### src/zmvu_pkg.sv
`timescale 1ns / 1ps
// Shared types and constants of the Z-machine variable unit.
package zmvu_pkg;

	localparam int IN_TDATA_W  = 56;
	localparam int OUT_TDATA_W = 24;
	localparam int LOC_IDX_W   = 15;
	localparam int FIRST_GLOBAL = 16;

	localparam logic REG_GLOBALS_BASE = 1'b0;
	localparam logic REG_VERSION_SIX  = 1'b1;

	typedef enum logic [3:0] {
		OP_INC        = 4'd0,
		OP_DEC        = 4'd1,
		OP_INC_CHK    = 4'd2,
		OP_DEC_CHK    = 4'd3,
		OP_LOAD       = 4'd4,
		OP_STORE      = 4'd5,
		OP_PULL       = 4'd6,
		OP_PUSH       = 4'd7,
		OP_POP        = 4'd8,
		OP_POP_STACK  = 4'd9,
		OP_PUSH_STACK = 4'd10,
		OP_MEM_WRITE  = 4'd11
	} op_t;

	typedef enum logic [1:0] {
		VK_TOP    = 2'd0,
		VK_LOCAL  = 2'd1,
		VK_GLOBAL = 2'd2
	} vkind_t;

	typedef struct packed {
		op_t                  op;
		logic [15:0]          arg_first;
		logic [15:0]          arg_second;
		logic [3:0]           arg_count;
		vkind_t               kind;
		logic                 local_bad;
		logic [LOC_IDX_W-1:0] loc_idx;
		logic [15:0]          gaddr;
	} cmd_t;

	typedef struct packed {
		logic        fault;
		logic        branch_taken;
		logic        branch_valid;
		logic        store_valid;
		logic [15:0] result_value;
	} result_t;

endpackage

### src/zmvu_front.sv
`timescale 1ns / 1ps
// Front end: takes input beats, resolves the variable number and registers the command.
module zmvu_front #(
	parameter int STACK_WORDS = 1024
) (
	input  logic                               clk,
	input  logic                               arst_n,
	input  logic                               in_valid,
	output logic                               in_ready,
	input  logic [zmvu_pkg::IN_TDATA_W-1:0]    in_tdata,
	input  logic [15:0]                        globals_base,
	output logic                               cmd_valid,
	input  logic                               cmd_ready,
	output zmvu_pkg::cmd_t                     cmd
);
	import zmvu_pkg::*;

	logic        valid_s1;
	cmd_t        cmd_s1;
	cmd_t        cmd_d;
	logic [15:0] a1;
	logic [15:0] fp_ext;
	logic [15:0] var_ext;
	logic [15:0] diff;
	logic [15:0] gofs;

	always_comb begin
		a1      = in_tdata[19:4];
		fp_ext  = {5'b0, in_tdata[50:40]};
		var_ext = {12'b0, a1[3:0]};
		diff    = fp_ext - var_ext;
		gofs    = a1 - 16'(FIRST_GLOBAL);

		cmd_d.op         = op_t'(in_tdata[3:0]);
		cmd_d.arg_first  = a1;
		cmd_d.arg_second = in_tdata[35:20];
		cmd_d.arg_count  = in_tdata[39:36];
		if (a1 == 16'd0) begin
			cmd_d.kind = VK_TOP;
		end else if (a1 < 16'(FIRST_GLOBAL)) begin
			cmd_d.kind = VK_LOCAL;
		end else begin
			cmd_d.kind = VK_GLOBAL;
		end
		cmd_d.local_bad = (fp_ext < var_ext) || (diff >= 16'(STACK_WORDS));
		cmd_d.loc_idx   = diff[LOC_IDX_W-1:0];
		cmd_d.gaddr     = globals_base + {gofs[14:0], 1'b0};
	end

	assign in_ready  = !valid_s1 || cmd_ready;
	assign cmd_valid = valid_s1;
	assign cmd       = cmd_s1;

	always_ff @(posedge clk or negedge arst_n) begin
		if (!arst_n) begin
			valid_s1 <= 1'b0;
		end else if (in_ready) begin
			valid_s1 <= in_valid;
		end
	end

	always_ff @(posedge clk) begin
		if (in_valid && in_ready) begin
			cmd_s1 <= cmd_d;
		end
	end

endmodule

### config.mk
export PLATFORM = sky130hd
export DESIGN_NAME = zmvu_front
export DESIGN_NICKNAME = d
export VERILOG_FILES = /design/src/zmvu_pkg.sv /design/src/zmvu_front.sv
export SDC_FILE = /design/constraint.sdc
export NUM_CORES = 1
export LEC_CHECK = 0
export BUFFER_PORTS_ARGS = -buffer_cell sky130_fd_sc_hd__buf_2
export CORE_MARGIN = 2
export CORE_UTILIZATION = 45
export DETAILED_ROUTE_END_ITERATION = 10
export PLACE_DENSITY = 0.85
export RECOVER_POWER = 100
export SYNTH_ARGS = -nofsm -noshare
export SYNTH_HDL_FRONTEND = slang
export SYNTH_SLANG_ARGS = --single-unit
### constraint.sdc
create_clock -name clk -period 3.71 [get_ports clk]
set_clock_uncertainty 0.1 [all_clocks]
set_input_delay 0 -clock clk [delete_from_list [all_inputs] [get_ports clk]]
set_output_delay 0 -clock clk [all_outputs]
set_load 0.01 [all_outputs]
== After elaboration in Yosys (flattened, before gate mapping) ==
Index checks and enable logic that the tools add are counted.

* Add/sub/neg operators: 3
* Order comparisons: 3
* Multiplexer cells: 1
* Reductions and logical operators: 5

{| class="wikitable"
|+ Operators by type and width
! operator !! count
|-
| adder 16 bit || 1
|-
| greater-or-equal comparator 16 x 11 -> 1 bit, second input constant || 1
|-
| zero test 16 bit || 1
|-
| < comparator 16 x 5 -> 1 bit, second input constant || 1
|-
| subtractor 15 x 5 -> 15 bit, second input constant || 1
|-
| subtractor 11 x 4 -> 12 bit || 1
|-
| < comparator 11 x 4 -> 1 bit || 1
|-
| logical OR 1 bit || 2
|-
| 2-to-1 mux 2 bit || 1
|-
| logical AND 1 bit || 1
|-
| zero test 1 bit || 1
|}

* Register bits after elaboration: 75
* Input port bits: 76
* Output and inout bits: 76
* Logic and storage cells: 21

== Depth between registers and ports, before layout ==
* Word-level depth: 3
* Mapped depth: 11
* Gate-level depth less buffers: 11

== Worst setup path before layout ==
OpenSTA, ideal clock, no wires.

* Path type: register to register
* Start point: register valid_s1, in the netlist cmd_valid
* End point: register cmd_s1, in the netlist cmd[0], enable pin
* Library setup time: 0.437 ns
* Data arrival time: 2.265 ns
* Setup slack: 0.908 ns
* Cell stages (with the launch flop): 3
* Buffers on the path: 0
* Period minus slack after synthesis: 2.802 ns
* Cells stage by stage: dfrtp_1 > nand2b_1 > and2_1

* Longest elaborated chain between the ends: 3

{| class="wikitable"
|+ RTL lines
! item !! RTL line !! RTL
|-
| from (decl) || zmvu_front.sv:18 || <nowiki>logic valid_s1;</nowiki>
|-
| from (signal assigned) || zmvu_front.sv:58 || <nowiki>valid_s1 <= in_valid;</nowiki>
|-
| zero test 1 bit || zmvu_front.sv:50 || <nowiki>assign in_ready = !valid_s1 || cmd_ready;</nowiki>
|-
| logical OR 1 bit || zmvu_front.sv:50 ||
|-
| net in_ready || zmvu_front.sv:9 || <nowiki>output logic in_ready,</nowiki>
|-
| logical AND 1 bit || zmvu_front.sv:63 || <nowiki>if (in_valid && in_ready) begin</nowiki>
|-
| to (signal assigned) || zmvu_front.sv:64 || <nowiki>cmd_s1 <= cmd_d;</nowiki>
|-
| to (decl) || zmvu_front.sv:19 || <nowiki>cmd_t cmd_s1;</nowiki>
|}

The timed path passes the listed nets, and every way through them passes these cells.
A chain may end at the register's enable or synchronous reset.

== Final worst setup path ==
* Start point: register valid_s1, in the netlist cmd_valid
* End point: register cmd_s1, in the netlist cmd[63], enable pin

* Longest elaborated chain between the ends: 3

{| class="wikitable"
|+ RTL lines
! item !! RTL line
|-
| zero test 1 bit || zmvu_front.sv:50
|-
| logical OR 1 bit || zmvu_front.sv:50
|-
| logical AND 1 bit || zmvu_front.sv:63
|}

No other way between the ends.

==> metrics.md <==
| Metric | Value |
|---|---|
| Vias | `2,840` |
| Port Buf Inserts | `146` |
| #FFs+latches synth | `72` |
| DRC viols | `0` |
| I/O Pins | `152` |
| Top-area cell type share of the netlist area | `63.02%` |
| Syn nets | `349` |
| Critical Path Slowest Stage Cell | `and2_0` |
| Final Instance Count excl. Fillers | `562` |
| Setup violators final | `0` |
| Crit-path max FO | `46` |
| Hold Path Class | `primary input to flip-flop` |
| Vias in the first global route | `2,957` |
| Die Wd | `90.71 µm` |
| # Post-CTS Setup Buffers | `0` |
| Worst rel slew slack | `-12.32%` |
| Placed instance count | `492` |
| # rows | `31` |
| Vias per cell | `5.053` |
| Share of post-route cells with drive strength above 1 | `15.12%` |
| Antenna violations before repair | `0` |
| Initial core utilization | `46.64%` |
| Quantity of gates resized following cts | `0` |
| Die Ht | `90.71 µm` |
| Routed len/inst | `17.00 µm` |
| Post-Route WL | `9.555 mm` |
| Global Route Usage Sum | `23.63%` |
| Max incr delay on CP | `1.29 ns` |
| Total leakage power | `1.913 nW` |
| Endpoint class of the critical path | `flip-flop` |
| Post-route ant nets | `0` |
| Core Util, Final | `67.62%` |
| Tot Pwr | `2.187 mW` |
| Final hold violations | `0` |
| CTS clock-pin slew for the worst setup and hold paths | `0.08 ns` |
| Max IR drop VDD | `0.0002038 V` |
| Diodes inserted | `0` |
| WP data required | `3.58 ns` |
| Failing checks | `max-capacitance violations, max-slew violations` |
| Largest net degree at the start of global routing | `47` |
| Critical path class | `flip-flop to flip-flop` |
| GP Congestion | `0.8277` |
| Max Cap Viol | `1` |
| Nets@finish | `557` |
| Status | `finished with violations` |
| Predominant post-synthesis flop cell | `edfxtp_1` |
| Largest area contributor in the synthesized netlist | `edfxtp_1` |
| Synthesized cell area | `3383 µm²` |
| First-pass DRT Iterations | `4` |
| CP startpoint kind | `flip-flop` |
| # hold bufs at CTS | `54` |
| EDFF count, synth | `71` |
| Hold_ws | `0.03401 ns` |
| Synth top area cells | `edfxtp_1, ha_1, xnor2_1` |
| CTS tree | `built` |
| Layout area overhead | `44.97%` |
| Synth Warn # | `0` |
| Crit share post-route | `84.79%` |
| Post-route setup TNS | `0 ns` |
| CP delay by family, top | `simple AND/OR/NAND/NOR gates` |
| Root Driver | `clkbuf_8` |
| Initial DRC Count | `121` |
| Unrepaired setup endpoints after global routing | `no` |
| Fillers | `549` |
| Fraction of the yosys area taken by sequential cells | `63.76%` |
| H-tree Lvls | `3` |
| Power density over the cells | `445.8 nW/µm²` |
| Crit path cell chain | `nand2b_1, and2_0, clkbuf_4` |
| Mean post-synth cell area | `13.53 µm²` |
| Ys async rst share | `1.389%` |
| Placed wire-length estimate | `5.717 mm` |
| Worst slew pin tran | `1.684 ns` |
| Clock sink count | `72` |
| Num CTS Buffers | `9` |
| Final Max Slew Viols | `27` |
| Post-synthesis instance total | `250` |
| Clock latency on the worst-skew pair | `0.33 ns` |
| Clock buffer depth | `2` |
| Total core area | `7253 µm²` |
| Crit path DAT | `3.02 ns` |
| CP Buf/Inv Count | `1` |
| First-pass GRT wire length | `14.88 mm` |
| Die area | `8228 µm²` |
| Post-layout min period | `3.146 ns` |
| Overflow after GRT | `0` |
| Yosys cell types | `38` |
| Max Freq | `317.9 MHz` |
flip-flops by register name (all words and copies together), names as in the netlist:
name	count
cmd_valid	1
cmd	71
area by class of cell:
class	instances	area, µm²	area share [%]
repair buffers	201	1162	23.70
well taps	99	123.9	2.526
flip-flops and latches	72	2157	43.98
clock buffers	9	123.9	2.526
inverters	14	52.55	1.071
clock inverters	7	141.4	2.883
multi-input cells	160	1144	23.32
per-layer routing:
layer	track usage, %	wire [µm]
met1	26.35	3737
met2	42.66	5046
met3	5.092	537
met4	11.28	233
met5	0	0
worst register-to-register path: cells and delay by family, from the launching register on:
kind	cells	cell delay, ns
and+or+nand+nor	2	1.44
DFF	1	0.40
buffers and inverters	1	0.84
Yosys cell counts (all sizes together) (3+ instances only):
master / n
a21o: 3
a21oi: 16
buf: 3
edfxtp: 71
ha: 21
inv: 14
nand2: 13
nand2b: 10
nand3: 4
nor2: 17
nor2b: 5
nor3: 6
o21ai: 10
or3: 5
xnor2: 14
xor2: 12
power by group:
group | switching, mW | internal (mW)
combinational | 0.212 | 0.165
sequential | 0.0178 | 0.973
clock | 0.302 | 0.518
total | 0.532 | 1.65
cell usage in the layout, fill, tap and decap left out, types with 2 or more instances in the layout:
cell,n
dlygate4sd3_1,54
edfxtp_1,71
clkbuf_8,9
nand3_1,4
nand2b_1,10
a21oi_1,16
ha_1,21
nand2_1,13
clkbuf_1,93
or3_1,5
o211ai_1,2
nor2_1,17
xnor2_1,14
nor3_1,6
nor4_1,2
fa_1,2
nor2b_1,5
bufinv_16,4
inv_6,2
a21o_1,3
o21ai_0,10
or4_1,2
xor2_1,12
buf_2,53
inv_1,14
o31ai_1,2
worst paths after layout:
check                        startpoint        end  slack, ns  cells past startpoint
setup / recovery              cmd_valid    cmd[63]       0.56                      3
hold / removal             in_tdata[43]    cmd[19]       0.03                      3
setup reg to reg              cmd_valid    cmd[63]       0.56                      3
hold reg to reg               cmd_valid  cmd_valid       1.09                      3
max in group asynchronous        arst_n  cmd_valid       2.98                      3
min in group asynchronous        arst_n  cmd_valid       0.44                      3
cells by family (layout without fill, tap and decap cells):
kind of cell	Yosys count	count (layout)	synth area share, %
flip-flops	72	72	63.76
adder cells (fa/ha/maj)	23	23	8.950
buffers and inverters	18	231	2.330
AO/OA/AOI/OAI	41	41	7.434
XOR/XNOR	26	26	6.731
AND/OR/NAND/NOR	70	70	10.80
metrics by stage:
stage	cell area [µm²]	setup WS [ns]
6_report	4905	0.5642
5_1_grt	4905	0.3119
4_1_cts	5026	0.7783
3_5_place_dp	4220	0.9920
3_3_place_gp	4220	1.064
2_1_floorplan	3383	0.9081
No activity file was read; power rests on OpenSTA's default activity.
