<file path="src/zmvu_pkg.sv">
`timescale 1ns / 1ps
// Shared types and constants of the Z-machine variable unit.
package zmvu_pkg;

	localparam int IN_TDATA_W  = 56;
	localparam int OUT_TDATA_W = 24;
	localparam int LOC_IDX_W   = 15;
	localparam int FIRST_GLOBAL = 16;

	localparam logic REG_GLOBALS_BASE = 1'b0;
	localparam logic REG_VERSION_SIX  = 1'b1;

	typedef enum logic [3:0] {
		OP_INC        = 4'd0,
		OP_DEC        = 4'd1,
		OP_INC_CHK    = 4'd2,
		OP_DEC_CHK    = 4'd3,
		OP_LOAD       = 4'd4,
		OP_STORE      = 4'd5,
		OP_PULL       = 4'd6,
		OP_PUSH       = 4'd7,
		OP_POP        = 4'd8,
		OP_POP_STACK  = 4'd9,
		OP_PUSH_STACK = 4'd10,
		OP_MEM_WRITE  = 4'd11
	} op_t;

	typedef enum logic [1:0] {
		VK_TOP    = 2'd0,
		VK_LOCAL  = 2'd1,
		VK_GLOBAL = 2'd2
	} vkind_t;

	typedef struct packed {
		op_t                  op;
		logic [15:0]          arg_first;
		logic [15:0]          arg_second;
		logic [3:0]           arg_count;
		vkind_t               kind;
		logic                 local_bad;
		logic [LOC_IDX_W-1:0] loc_idx;
		logic [15:0]          gaddr;
	} cmd_t;

	typedef struct packed {
		logic        fault;
		logic        branch_taken;
		logic        branch_valid;
		logic        store_valid;
		logic [15:0] result_value;
	} result_t;

endpackage

</file>
<file path="src/zmvu_queue.sv">
`timescale 1ns / 1ps
// Two-entry command queue between the front end and the execution sequencer.
module zmvu_queue (
	input  logic           clk,
	input  logic           arst_n,
	input  logic           push_valid,
	output logic           push_ready,
	input  zmvu_pkg::cmd_t push_cmd,
	output logic           pop_valid,
	input  logic           pop_ready,
	output zmvu_pkg::cmd_t pop_cmd
);
	import zmvu_pkg::*;

	cmd_t       entry_q [2];
	logic       wr_ptr_q;
	logic       rd_ptr_q;
	logic [1:0] count_q;
	logic       do_push;
	logic       do_pop;

	assign push_ready = count_q != 2'd2;
	assign pop_valid  = count_q != 2'd0;
	assign pop_cmd    = entry_q[rd_ptr_q];
	assign do_push    = push_valid && push_ready;
	assign do_pop     = pop_valid && pop_ready;

	always_ff @(posedge clk or negedge arst_n) begin
		if (!arst_n) begin
			wr_ptr_q <= 1'b0;
			rd_ptr_q <= 1'b0;
			count_q  <= 2'd0;
		end else begin
			if (do_push) wr_ptr_q <= !wr_ptr_q;
			if (do_pop) rd_ptr_q <= !rd_ptr_q;
			unique case ({do_push, do_pop})
				2'b10:   count_q <= count_q + 2'd1;
				2'b01:   count_q <= count_q - 2'd1;
				default: count_q <= count_q;
			endcase
		end
	end

	always_ff @(posedge clk) begin
		if (do_push) begin
			entry_q[wr_ptr_q] <= push_cmd;
		end
	end

endmodule

</file>
<file path="config.mk">
export PLATFORM = sky130hd
export DESIGN_NAME = zmvu_queue
export DESIGN_NICKNAME = d
export VERILOG_FILES = /design/src/zmvu_pkg.sv /design/src/zmvu_queue.sv
export SDC_FILE = /design/constraint.sdc
export NUM_CORES = 1
export LEC_CHECK = 0
export ABC_AREA = 1
export BUFFER_PORTS_ARGS = -buffer_cell sky130_fd_sc_hd__buf_4
export CAP_MARGIN = 15
export CELL_PAD_IN_SITES_DETAIL_PLACEMENT = 0
export CELL_PAD_IN_SITES_GLOBAL_PLACEMENT = 1
export CORE_MARGIN = 5
export CORE_UTILIZATION = 41
export CTS_BUF_LIST = sky130_fd_sc_hd__clkbuf_16
export DETAILED_ROUTE_END_ITERATION = 10
export GPL_ROUTABILITY_DRIVEN = 0
export PLACE_DENSITY = 0.83
export SYNTH_ARGS = -nofsm -noshare
export SYNTH_HDL_FRONTEND = slang
export SYNTH_SLANG_ARGS = --single-unit
export TNS_END_PERCENT = 30
</file>
<file path="constraint.sdc">
create_clock -name clk -period 4.63 [get_ports clk]
set_input_delay 0.2315 -clock clk [delete_from_list [all_inputs] [get_ports clk]]
set_output_delay 0.2315 -clock clk [all_outputs]
set_load 0.005 [all_outputs]
</file>
# After elaboration in Yosys (flattened, before gate mapping)
# Memory sizes are Yosys's and may differ from the RTL's.
# Cells that the tools add are included.
# totals
output_inout_bits,76
inputBits,78
elab_cells,18
n_memories,1
reg_bits,4
mem_bits_rw,148
# op_classes
mux,3
n_eq_ne,3
addsub,2
reduce_logical,6
# memory_table
name,depth,word_bits,read_ports,rd_ports_with_merged_regs,wr,line_no,source
entry_q,2,74,1,0,1,zmvu_queue.sv:15,cmd_t entry_q [2];
# ops
cell,count
2-bit one-hot mux with 2 select lines,1
2-bit nonzero test,2
"2-bit by 1-bit adder with 2-bit output, second input constant",1
"2-bit by 1-bit == test with 1-bit output, second input constant",1
"2-bit == test, second input constant",1
1-bit logical AND,2
1-bit logical NOT,2
1-bit two-way mux,2
"2-bit inequality test, second input constant",1
"2-bit by 1-bit subtractor with 2-bit output, second input constant",1

# Depth between registers and ports, before layout
# Gate-level depths: netlist (run 1).
# depth
ltp_word,4
depth_mapped,10
depth_no_buf,10

# Worst setup path before layout (run 1)
# OpenSTA, ideal clock, no wires.
# synth_path
kind,register to register
from,register count_q[0]
to,memory entry_q[1][0] (netlist name) (enable)
path_stages_with_launch,5
n_path_buf,0
t_required_ps,4122
arrival_time_ps,3742
synth_period_minus_slack_ps,4250
slack_ps,380
setup_time_ps,508
path_cell_list,dfrtp_1 -> inv_1 -> nand2_1 -> nand2_1 -> nor2_1
# synth_between
elab_chain_cells,4
# synth_rtl
element,line_no,source
from (decl),zmvu_queue.sv:18,logic [1:0] count_q;
from (signal assigned),zmvu_queue.sv:37,2'b10: count_q <= count_q + 2'd1;
from (signal assigned),zmvu_queue.sv:38,2'b01: count_q <= count_q - 2'd1;
from (signal assigned),zmvu_queue.sv:39,default: count_q <= count_q;
2-bit inequality test,zmvu_queue.sv:22,assign push_ready = count_q != 2'd2;
named net push_ready,zmvu_queue.sv:7,"output logic push_ready,"
1-bit logical AND,zmvu_queue.sv:25,assign do_push = push_valid && push_ready;
1-bit two-way mux,zmvu_queue.sv:45,if (do_push) begin
1-bit two-way mux (not written as such),zmvu_queue.sv:46,entry_q[wr_ptr_q] <= push_cmd;
to (decl),zmvu_queue.sv:15,
# The timed path passes the listed nets, and every way through them passes these cells.

==> results of run 1 <==
-- registers in the layout (all words and copies together), names as in the netlist --
name and count:
entry_q 148, count_q 2, wr_ptr_q 1, rd_ptr_q 1
-- what timing repair did --
| action | 4_1_cts | 5_1_grt |
|---|---|---|
| hold endpoints to repair | 93 | 4 |
| resized for setup | 0 | 0 |
| hold buffers | 47 | 2 |
| setup endpoints to repair | 0 | 0 |
-- logic make-up (layout without fill, tap and decap cells) --
family | Yosys count | count (layout) | share of synthesized area
xor gates and xnor gates | 1 | 1 | 0.00157
DFF | 152 | 152 | 0.813
AOI/OAI and AO/OA | 1 | 1 | 0.000895
and+or+nand+nor | 238 | 238 | 0.161
adders and majority gates | 1 | 1 | 0.00224
buffers and inverters | 23 | 245 | 0.0211
-- cell type report --
cell class | instances | area share
clock buffer | 17 | 0.0532
clock inverter | 14 | 0.0200
tap | 176 | 0.0275
sequential | 152 | 0.569
multi-input combinational | 241 | 0.118
inverter | 7 | 0.00329
timing repair buffer | 207 | 0.210
-- cells in the mapped netlist --
master / count / area share
sky130_fd_sc_hd__nand2_1: 232 / 0.16
sky130_fd_sc_hd__edfxtp_1: 148 / 0.80
sky130_fd_sc_hd__buf_2: 10 / 0.0090
sky130_fd_sc_hd__inv_1: 6 / 0.0040
sky130_fd_sc_hd__buf_4: 5 / 0.0067
sky130_fd_sc_hd__dfrtp_1: 4 / 0.018
sky130_fd_sc_hd__nor2_1: 3 / 0.0020
sky130_fd_sc_hd__nand3_1: 2 / 0.0018
sky130_fd_sc_hd__a21oi_1: 1 / 0.00089
sky130_fd_sc_hd__clkbuf_1: 1 / 0.00067
sky130_fd_sc_hd__ha_1: 1 / 0.0022
sky130_fd_sc_hd__inv_2: 1 / 0.00067
sky130_fd_sc_hd__nand4_1: 1 / 0.0011
sky130_fd_sc_hd__xnor2_1: 1 / 0.0016
-- stage by stage --
step / hold slack, ps / cells / total power (W) / setup slack, ps
floorplan: -64.1 / 416 / 0.00272 / 380
global placement: 31.8 / 734 / 0.00345 / 2660
detailed placement: 33.4 / 734 / 0.00349 / 2610
CTS: 0.0394 / 812 / 0.00488 / 2180
global route: 0.363 / 814 / 0.00509 / 2070
finish: 17.4 / 814 / 0.00480 / 2260
-- metal layers --
layer	part of all wire	wire length, um
met4	0.014	166
met3	0.090	1050
met2	0.48	5610
met5	0	0
met1	0.41	4810
-- report_power, final --
group | total (W) | leakage, nW | switching (W) | internal [W]
Sequential | 0.00196 | 1.42 | 0.0000725 | 0.00188
Combinational | 0.00150 | 1.71 | 0.000847 | 0.000655
Clock | 0.00134 | 0.291 | 0.000504 | 0.000839
Total | 0.00480 | 3.42 | 0.00142 | 0.00338
-- worst max path at each step --
stage	start	to
after floorplan	count_q[0]	entry_q[1][0]
after global placement	rd_ptr_q	pop_cmd[54]
after detailed placement	count_q[0]	entry_q[0][56]
after CTS	rd_ptr_q	pop_cmd[56]
after global routing	rd_ptr_q	pop_cmd[32]
final	rd_ptr_q	pop_cmd[56]
-- critical path, delay by kind of cell (launching register included) --
kind / cells / cell delay, ps
and+or+nand+nor: 2 / 210
DFF: 1 / 400
buffers and inverters: 3 / 1110
==> results summary, run 1 <==
The global routing met1 resource utilization is 0.187. The busiest layer in global routing is met2. The effective utilization at floorplan is 0.420.

The mean instance size in the synthesized netlist came out at between 10 and 15 um2. The net count after synthesis is a little under 500. The height of the die is ~130 um. The aggregate global-route resource usage came out at 0.145. In this run the count of I/O pins placed on the die edge is about 150. Setup repair after global routing left no endpoint under its margin. The synthesized netlist cell count came out at ~420.

Data on the critical path arrives at its endpoint at ~2100 ps. TritonCTS built the clock tree. The die width came out at 127 um. At the end of the flow the core is filled with cells to 0.601. Detailed placement ended at an HPWL of between 7000 and 8000 um. The maximum net fanout on the critical path came out at 39.

The maximum resistive drop on vdd came out at 0.367 mV. The count of endpoints failing hold in the final timing report came out at 0. The synthesis-to-layout area growth came out at 43.1%. The overall routed net length is 11600 um.

The run finished with clean final reports. Dividing the detail-routed via count by the number of cells gives 4.59. The cell depth of the worst hold path came out at 1.

The setup TNS after final layout is 0 ps. The maximum level of the CTS H-tree came out at 4. In the routed design, unresolved DRC markers number 0. The clock net in this run drives a total of between 150 and 200 sinks. The global routing usage on met2 is 0.233.

The wire length of the first global-routing pass is ~18000 um. Once detail routing completed, the nets flagged for antenna violations numbered 0. The synthesized design contains 152 register bits. The number of vias after detailed routing came out at approximately 3700. The floorplan die area came out at between 0.015 and 0.02 mm2. The area of all sequential standard cells is ~0.0045 mm2.

The combined area of the multi-input logic cells came out at about 940 um2. The synthesized area came out at 0.00559 mm2. In the finished design, the share of the clock period the worst path needs comes to 0.512. Of the synthesized area, sequential elements account for 0.813. The post-synthesis cell type count came out at 14. The largest individual stage delay along the critical path comes from the cell sky130_fd_sc_hd__inv_2. The number of detailed-routing iterations run before antenna repair is 4. The total grt overflow is 0.

The number of cell instances on the worst register-to-register path came out at 5. The class of the most critical hold timing path is input pin to flop. The achievable frequency came out at 422 MHz.

The diode insertion count for antenna repair is 0. The core region is between 0.01 and 0.015 mm2. The clock transition at the registers of the reported paths came out at 60 ps.

The number of nets in the layout came out at between 700 and 800. The initial antenna violation count is 0. For this block, the initial DRC count from the detailed router was 206. The launch instance of the worst min-delay path is push_cmd[12].

The setup path with the least slack is of type flop to primary output. The critical path goes through inv_2 > buf_4 > nand2_1 > nand2_1 > buf_4. The library cells used most frequently in the layout, excluding fill and tap cells, are sky130_fd_sc_hd__nand2_1, sky130_fd_sc_hd__buf_4, sky130_fd_sc_hd__edfxtp_1. For this design the ratio of total power to cell area is around 600 mW/mm2. The total of buffers placed on input and output ports came out at 153. At the pin with the least slew margin, the transition time is 993 ps.

The worst clock skew on the final layout is approximately 6.4 ps. The layout has 1031 filler cells. For this run, global-route usage on met3 was measured as 0.0446. The setup-violating endpoint count in the final report is 0. The final standard cell area without fillers is between 0.007 and 0.008 mm2. The layout cell share with drive strength beyond 1 came out at 0.299.

The setup check on the worst reg-to-reg path leaves a slack of ~2600 ps. The clock reaches the later pin of the worst-skew pair after about 400 ps. The headroom to the max-slew limit came out at 0.338. The worst setup path is captured at a primary output.

The final max-slew violation count came to 0. The worst setup path is launched from a flop. The leakage power of the design came out at 3.42 nW.

The total CTS buffers came out at 17. Clock tree synthesis selected as its root buffer the cell sky130_fd_sc_hd__clkbuf_16. Leaving out fill and tap cells, the most frequent cell in the layout is sky130_fd_sc_hd__nand2_1. The clock passes through at most 2 buffers.

The total of max-cap violations came out at 0. The worst register-to-register path begins at count_q[0]. The path with the worst hold slack has its endpoint at entry_q[1][12]. The buffers inserted during post-CTS setup optimization came out at 0. The cell area after placement is between 0.006 and 0.007 mm2. The number of synthesis warnings is 0. After layout, the minimum clock period comes to between 2000 and 2500 ps. The via count of the first global-routing pass came out at ~3700.

The worst register-to-register path ends at entry_q[0][29]. The number of rows created at floorplan came out at between 40 and 50. Data on the critical path is required at its endpoint by about 4400 ps. Entering global routing, the biggest net connects 76 pins. In the final routed layout, each cell accounts on average for roughly 14 um.

For this run, the slowest stage of the critical path takes approximately 510 ps.
Note: power is estimated with default switching activity, not from simulation.
==> run 2, diff against run 1 <==
ABC_AREA = 0   (was 1)
CORE_UTILIZATION = 40   (was 41)
PLACE_DENSITY = 0.79   (was 0.83)
clock period = 1.9 ns   (was 4.63 ns; I/O delays follow)
==> results summary, run 2 <==
STA classifies the critical path startpoint as a flop. The worst clock skew on the final layout was 4.90 ps (-1.45 ps). TritonCTS built the clock tree.

In this run the worst setup path begins at rd_ptr_q. The number of cell instances on the worst register-to-register path was 5 (unchanged). The number of rows created at floorplan came to 43 (+2.4%). Setup repair after global routing left no endpoint under its margin. The remaining design rule violation count is 0 (unchanged). The top-area cell type share of the netlist area came out at 0.775 (-0.0210).

The leakage power of the design is 3.40 nW (-0.60%). The die width is 130 um (+2.4%). The total grt overflow is 0 (unchanged). The aggregate global-route resource usage is 0.132 (-0.0137). In this run the clock root is driven by a sky130_fd_sc_hd__clkbuf_16.

The setup-violating endpoint count in the final report came out at 0 (unchanged). The relative contribution of sequential cells to total power came out at 0.394 (-0.013). The total of buffers placed on input and output ports is 153 (unchanged). The via density per instance came out at 4.54 (-1.1%). The worst setup path is captured at a primary output. The largest net degree at the start of global routing is 54 (-29%). The class of the most critical hold timing path is input pin to flop.

The largest registers in the layout are entry_q: 148 flops, count_q: 2 flops. The buffers inserted during post-CTS setup optimization was 0 (unchanged). The worst setup slack for register-to-register paths came to 390 ps (-2210 ps). The sequential area share after synthesis is 0.792 (-0.0215). The maximum clock insertion buffer count is 2 (unchanged). The worst hold-check slack came out at 410 ps (+392 ps). The critical path is of the flop to primary output type. The cts-stage hold buffer count came out at 78 (+66%). The diode insertion count for antenna repair is 0 (unchanged).

For this run, the leading register cell type out of synthesis is sky130_fd_sc_hd__edfxtp_1. The combinational fraction of design power was 0.323 (+0.010). The met2 wire length came to 5750 um (+2.4%). The number of gates resized after CTS was 0 (unchanged). The count of endpoints failing hold in the final timing report came to 0 (unchanged). In the synthesized netlist, the cells that appear most often are sky130_fd_sc_hd__edfxtp_1, sky130_fd_sc_hd__mux2_4, sky130_fd_sc_hd__mux2_2.

In this run the critical register-to-register path is captured at count_q[1]. The arrival time of the worst setup path came out at 1690 ps (-450 ps). The post-synthesis cell type count is 15 (+1). The number of nets in the layout is 574 (-19%). The number of vias after detailed routing is 3118 (-17%). The most frequent standard cell in the layout excluding fill and tap cells is sky130_fd_sc_hd__buf_4. The cell internal power dissipation is 0.00920 W (+170%). The synthesis-stage register bit count came out at 152 (unchanged).

The layout filler cell count was 1023 (-0.78%). The clock transition at the registers of the reported paths is 50 ps (about the same). The synthesized area came to 0.00574 mm2 (+2.7%). The worst register-to-register path begins at count_q[0]. The mean instance size in the synthesized netlist is 23.2 um2 (+73%). The layout cell share with drive strength beyond 1 was 0.525 (+0.225).

The detailed-route wire length per cell came to 15.8 um (+11%). Yosys attributes the largest share of cell area to sky130_fd_sc_hd__edfxtp_1, sky130_fd_sc_hd__mux2_4, sky130_fd_sc_hd__mux2_2. The net count after synthesis is 326 (-34%). The via count of the first global-routing pass came out at 3369 (-9.1%). The overall routed net length was 10900 um (-6.6%).

The most critical setup path has its endpoint at pop_cmd[66]. The uppermost metal layer occupied by signal nets is met4. The async set-reset flop share out of synthesis is 0.0263 (unchanged). The met3 wire length came to 701 um (-33%). The achievable frequency came out at ~560 MHz. The headroom to the max-slew limit came out at 0.785 (+0.447). The flow ran to the end, and the final reports show no timing, DRC or antenna violations.

The maximum net fanout on the critical path came out at 44 (+13%). The maximum resistive drop on vdd is 0.868 mV (+140%). The total CTS buffers came to 17 (unchanged). The placed cell count is 578 (-21%). The number of top-level design ports came out at 154 (unchanged).

The data required time of the worst path came out at 1800 ps (-2600 ps). The wire length the detailed router placed on met1 came out at 4270 um (-11%). The effective utilization at floorplan came to 0.410 (-0.0100).

The largest total area in the synthesized netlist belongs to sky130_fd_sc_hd__edfxtp_1. The slew of the pin with the lowest slew margin is 322 ps (-671 ps). Dividing the final minimum period by the clock period gives 0.937. The number of detailed-routing iterations run before antenna repair is 4 (unchanged). The clock sink count came to 152 (unchanged). The initial antenna violation count came out at 0 (unchanged). The cell depth of the worst hold path is 2 (+1). The area inside the core boundary came out at 0.0140 mm2 (+5.2%). The floorplan die area was 0.0168 mm2 (+4.9%). Counting I/O delays and the setup requirement, the final critical path takes roughly 1800 ps. The number of synthesis warnings is 0 (unchanged). The net switching power figure is 0.00298 W (+110%). The register with the most flip-flops in the final layout is entry_q. The final max-slew violation count was 0 (unchanged). The source-to-sink clock delay at the later pin of the worst-skew pair came out at 410 ps (about the same). The iteration-0 DRC count of the detailed router came out at 144 (-30%). The residual antenna-violating net count after detailed routing came out at 0 (unchanged). The synthesis-to-layout area growth came out at 49.1%. The maximum level of the CTS H-tree is 4 (unchanged). The synthesized netlist cell count was 247 (-41%).

The height of the die came out at 130 um (+2.4%). Leaving out fill and tap cells, the most frequent cells in the layout are sky130_fd_sc_hd__buf_4, sky130_fd_sc_hd__edfxtp_1, sky130_fd_sc_hd__dlygate4sd3_1. The number of flip-flops under the largest register name came to 148 (unchanged). The number of enable flip-flop cells after synthesis was 148 (unchanged). The final cell count without fillers is 687 (-16%).

The total of max-cap violations was 0 (unchanged). The switching part of the total power came out at 0.245 (-0.0519). The wire length of the first global-routing pass came to 16500 um (-10%).

The total power density per cell area is 1420 mW/mm2 (+140%). The proportion of power drawn by the clock network is 0.284 (+0.004). The most instantiated library cell after synthesis is sky130_fd_sc_hd__edfxtp_1.
-- run 2: worst min-delay path by stage --
stage | startpoint | to | slack (ps)
3_3_place_gp | arst_n | wr_ptr_q | -100
4_1_cts | push_cmd[26] | entry_q[0][26] | 390
5_1_grt | push_cmd[21] | entry_q[0][21] | 380
2_1_floorplan | arst_n | count_q[0] | -200
6_report | push_cmd[21] | entry_q[1][21] | 410
3_5_place_dp | arst_n | wr_ptr_q | -100
-- run 2: kinds of logic after synthesis --
family / count (synthesis) / synth area share
mux: 74 / 0.178
simple gates: 7 / 0.00676
flops: 152 / 0.792
xor+xnor: 5 / 0.00763
buf+inv: 8 / 0.0135
fa+ha+maj: 1 / 0.00218
-- run 2: worst max-delay path, cell delays in order (launching register included) --
cell	delay [ps]
sky130_fd_sc_hd__dfrtp_4	440
sky130_fd_sc_hd__buf_12	270
sky130_fd_sc_hd__mux2_2	400
sky130_fd_sc_hd__buf_4	140
-- run 2: metrics by stage --
stage / area [um2] / setup TNS [ps] / utilization / worst slack [ps] / power, W
floorplan: 5760 / -20940 / - / -227 / 0.00702
detailed placement: 7160 / 0 / 0.512 / 400 / 0.00876
global placement: 7160 / 0 / 0.512 / 440 / 0.00871
global route: 8560 / 0 / 0.612 / 56.6 / 0.0128
finish: 8560 / 0 / 0.612 / 119 / 0.0122
CTS: 8560 / 0 / 0.612 / 89.5 / 0.0124
-- run 2: power by group through the flow --
stage	logic (W)	registers, W	clock network [W]
floorplan	0.00220	0.00482	0
global placement	0.00388	0.00483	0
detailed placement	0.00389	0.00487	0
CTS	0.00403	0.00480	0.00355
global route	0.00422	0.00486	0.00371
finish	0.00393	0.00480	0.00346
-- run 2: metal layers --
layer,vias up,track usage
met5,-,0
met4,0,0.0532
met3,12,0.0450
met2,106,0.231
met1,1529,0.148
li1,1471,-
-- run 2: final cells by class --
type | instances | area, um2 | share of cell area
clock buffers | 17 | 425 | 0.0497
clock inverters | 14 | 190 | 0.0222
multi-input cells | 87 | 1140 | 0.134
flip-flops and latches | 152 | 4550 | 0.532
well taps | 180 | 225 | 0.0263
repair buffers | 237 | 2020 | 0.237
==> run 3, diff against run 2 <==
CORE_UTILIZATION = 44   (was 40)
PLACE_DENSITY = 0.83   (was 0.79)
clock period = 1.8 ns   (was 1.9 ns; I/O delays follow)
==> results summary, run 3 (synthesized netlist as in run 2, its figures left out) <==
The run finished with clean final reports. The maximum level of the CTS H-tree is 4 (unchanged). The met3 demand-to-capacity share in global routing came out at 0.0554 (+0.0104). The die width came out at 124 um (-4.3%). The final critical-path required period came out at 1740 ps. The most critical setup path has its startpoint at rd_ptr_q. The number of cell instances on the worst register-to-register path is 5 (unchanged). The global routing met1 resource utilization was 0.172 (+0.0247).

The source-to-sink clock delay at the later pin of the worst-skew pair came out at 410 ps (about the same). The final max-slew violation count came out at 0 (unchanged). The number of nets in the layout is 578 (+0.70%).

The achievable frequency came out at approximately 570 MHz. The overall routed net length came out at 11400 um (+5.3%). The register with the highest flop count is entry_q.

The estimated wirelength of the detail-placed design is roughly 7100 um. The total grt overflow is 0 (unchanged). The worst clock skew on the final layout is 3.89 ps (-1.01 ps).

The floorplan die area came to 0.0154 mm2 (-8.4%). The total power density per cell area came out at 1500 mW/mm2 (+5.1%). The class of the most critical hold timing path is input pin to asynchronous set/reset pin. The diode insertion count for antenna repair came out at 0 (unchanged). Of the available clock period, the critical path in the final layout requires 0.969. The initial antenna violation count came out at 0 (unchanged). The final cell count without fillers is 683 (-0.58%). The number of rows created at floorplan is 41 (-4.7%).

The global routing usage on met2 came to 0.257 (+0.0266). The setup-violating endpoint count in the final report is 0 (unchanged). The height of the die came out at 124 um (-4.3%). The effective utilization at floorplan is 0.451 (+0.0408).

The maximum clock insertion buffer count came out at 2 (unchanged). The CTS tree is done. The worst setup path is of the flop to primary output kind.

The arrival time of the worst setup path is 1650 ps (-40 ps). The iteration-0 DRC count of the detailed router came out at 123 (-15%). The synthesis-to-layout area growth is 49.7%. The wire length of the first global-routing pass came out at 17200 um (+4.1%). The remaining design rule violation count came out at 0 (unchanged). The via count of the first global-routing pass is 3412 (+1.3%). The worst register-to-register path ends at count_q[1]. The residual antenna-violating net count after detailed routing is 0 (unchanged). The number of vias after detailed routing came to 3174 (+1.8%). The leakage power of the design is 3.42 nW (+0.66%). The largest registers in the layout are entry_q: 148 flops, count_q: 2 flops. The data required time of the worst path is 1710 ps (-90 ps). The utilization after layout is 0.675 (+0.0636). The number of flip-flops under the largest register name is 148 (unchanged). The worst setup path is captured at a primary output. The startpoint of the worst-slack reg-to-reg timing path is count_q[0]. The total of max-cap violations is 0 (unchanged).

The headroom to the max-slew limit is 0.769 (-0.0158). The tree is rooted in a sky130_fd_sc_hd__clkbuf_16. The maximum net fanout on the critical path came out at 21 (-52%). The largest net degree at the start of global routing is 56 (+3.7%).

The placed cell count is 572 (-1.0%). The worst setup slack for register-to-register paths is 270 ps (-120 ps). The layout cell share with drive strength beyond 1 came out at 0.528 (+0.00372). The library cells used most frequently in the layout, excluding fill and tap cells, are sky130_fd_sc_hd__edfxtp_1, sky130_fd_sc_hd__buf_4, sky130_fd_sc_hd__dlygate4sd3_1. The number of detailed-routing iterations run before antenna repair came to 6 (+2). The maximum resistive drop on vdd came to 0.844 mV (-2.8%). The slew of the pin with the lowest slew margin was 346 ps (+23.7 ps). STA classifies the critical path startpoint as a flop. The global routing stage identified its most utilized layer as met2. The via density per instance came out at 4.65 (+2.4%). The clock sink count came to 152 (unchanged).

The detailed-route wire length per cell is 16.7 um (+5.9%). Setup repair after global routing could not meet its margin everywhere. The aggregate global-route resource usage was 0.152 (+0.0200). The total of buffers placed on input and output ports came out at 153 (unchanged). The number of top-level design ports came out at 154 (unchanged). The total CTS buffers is 17 (unchanged).

The clock transition at the registers of the reported paths is 50 ps (about the same). The count of endpoints failing hold in the final timing report came to 0 (unchanged). Leaving out fill and tap cells, the most frequent cell in the layout is sky130_fd_sc_hd__edfxtp_1. The area inside the core boundary is 0.0127 mm2 (-9.1%).
## run 3: changes by cell type in the layout (fill, tap and decap cells not counted), sizes merged
cell         previous run  this run
dlygate4sd3            78        77
clkinv                  6         8
bufinv                  5         3
buf                   159       164
## run 3: metal layers
metal  vias to the layer above  share of wire
met5                         -              0
met4                         0          0.021
met3                        19          0.079
met2                       125           0.51
met1                      1553           0.39
li1                       1477              -
## run 3: how the worst max path moves through the flow
| stage | endpoint | slack, ps | cells past startpoint |
|---|---|---|---|
| finish | pop_cmd[48] | 60 | 3 |
| global route | pop_cmd[62] | -6 | 3 |
| CTS | pop_cmd[72] | 10 | 3 |
| detailed placement | count_q[1] | 280 | 5 |
| global placement | count_q[1] | 330 | 5 |
| floorplan | entry_q[0][0] | -330 | 3 |
## run 3: critical path, cell delays in order (launching register included)
cell and delay (ps):
sky130_fd_sc_hd__dfrtp_4 540, sky130_fd_sc_hd__buf_12 230, sky130_fd_sc_hd__mux2_4 320, sky130_fd_sc_hd__buf_4 140
## run 3: layout make-up
type	instances	area, um2
Sequential cell	152	4550
Fill cell	861	4130
Timing Repair Buffer	241	2110
Multi-Input combinational cell	87	1150
Clock buffer	17	425
Tap cell	172	215
Clock inverter	14	143
## run 3: timing repair
action,4_1_cts,5_1_grt
hold buffers,77,0
endpoints found under the hold margin,154,0
setup endpoints to repair,62,15
gates resized for setup,1,13
setup buffers,3,0
## run 3: stage by stage
stage / hold slack (ps) / total power [W] / worst slack (ps) / setup TNS (ps) / instance area [um2]
3_5_place_dp: -109 / 0.00931 / 284 / 0 / 7180
4_1_cts: 0.951 / 0.0129 / 11.2 / 0 / 8540
3_3_place_gp: -111 / 0.00922 / 332 / 0 / 7180
5_1_grt: 22.9 / 0.0135 / -5.60 / -7.23 / 8590
6_report: 30.3 / 0.0129 / 56.3 / 0 / 8590
2_1_floorplan: -206 / 0.00742 / -327 / -35740 / 5760
## run 3: power by group
part           total, W  switching, W  internal, W
clock           0.00339       0.00125      0.00213
combinational   0.00435       0.00172      0.00263
sequential      0.00513      0.000277      0.00485
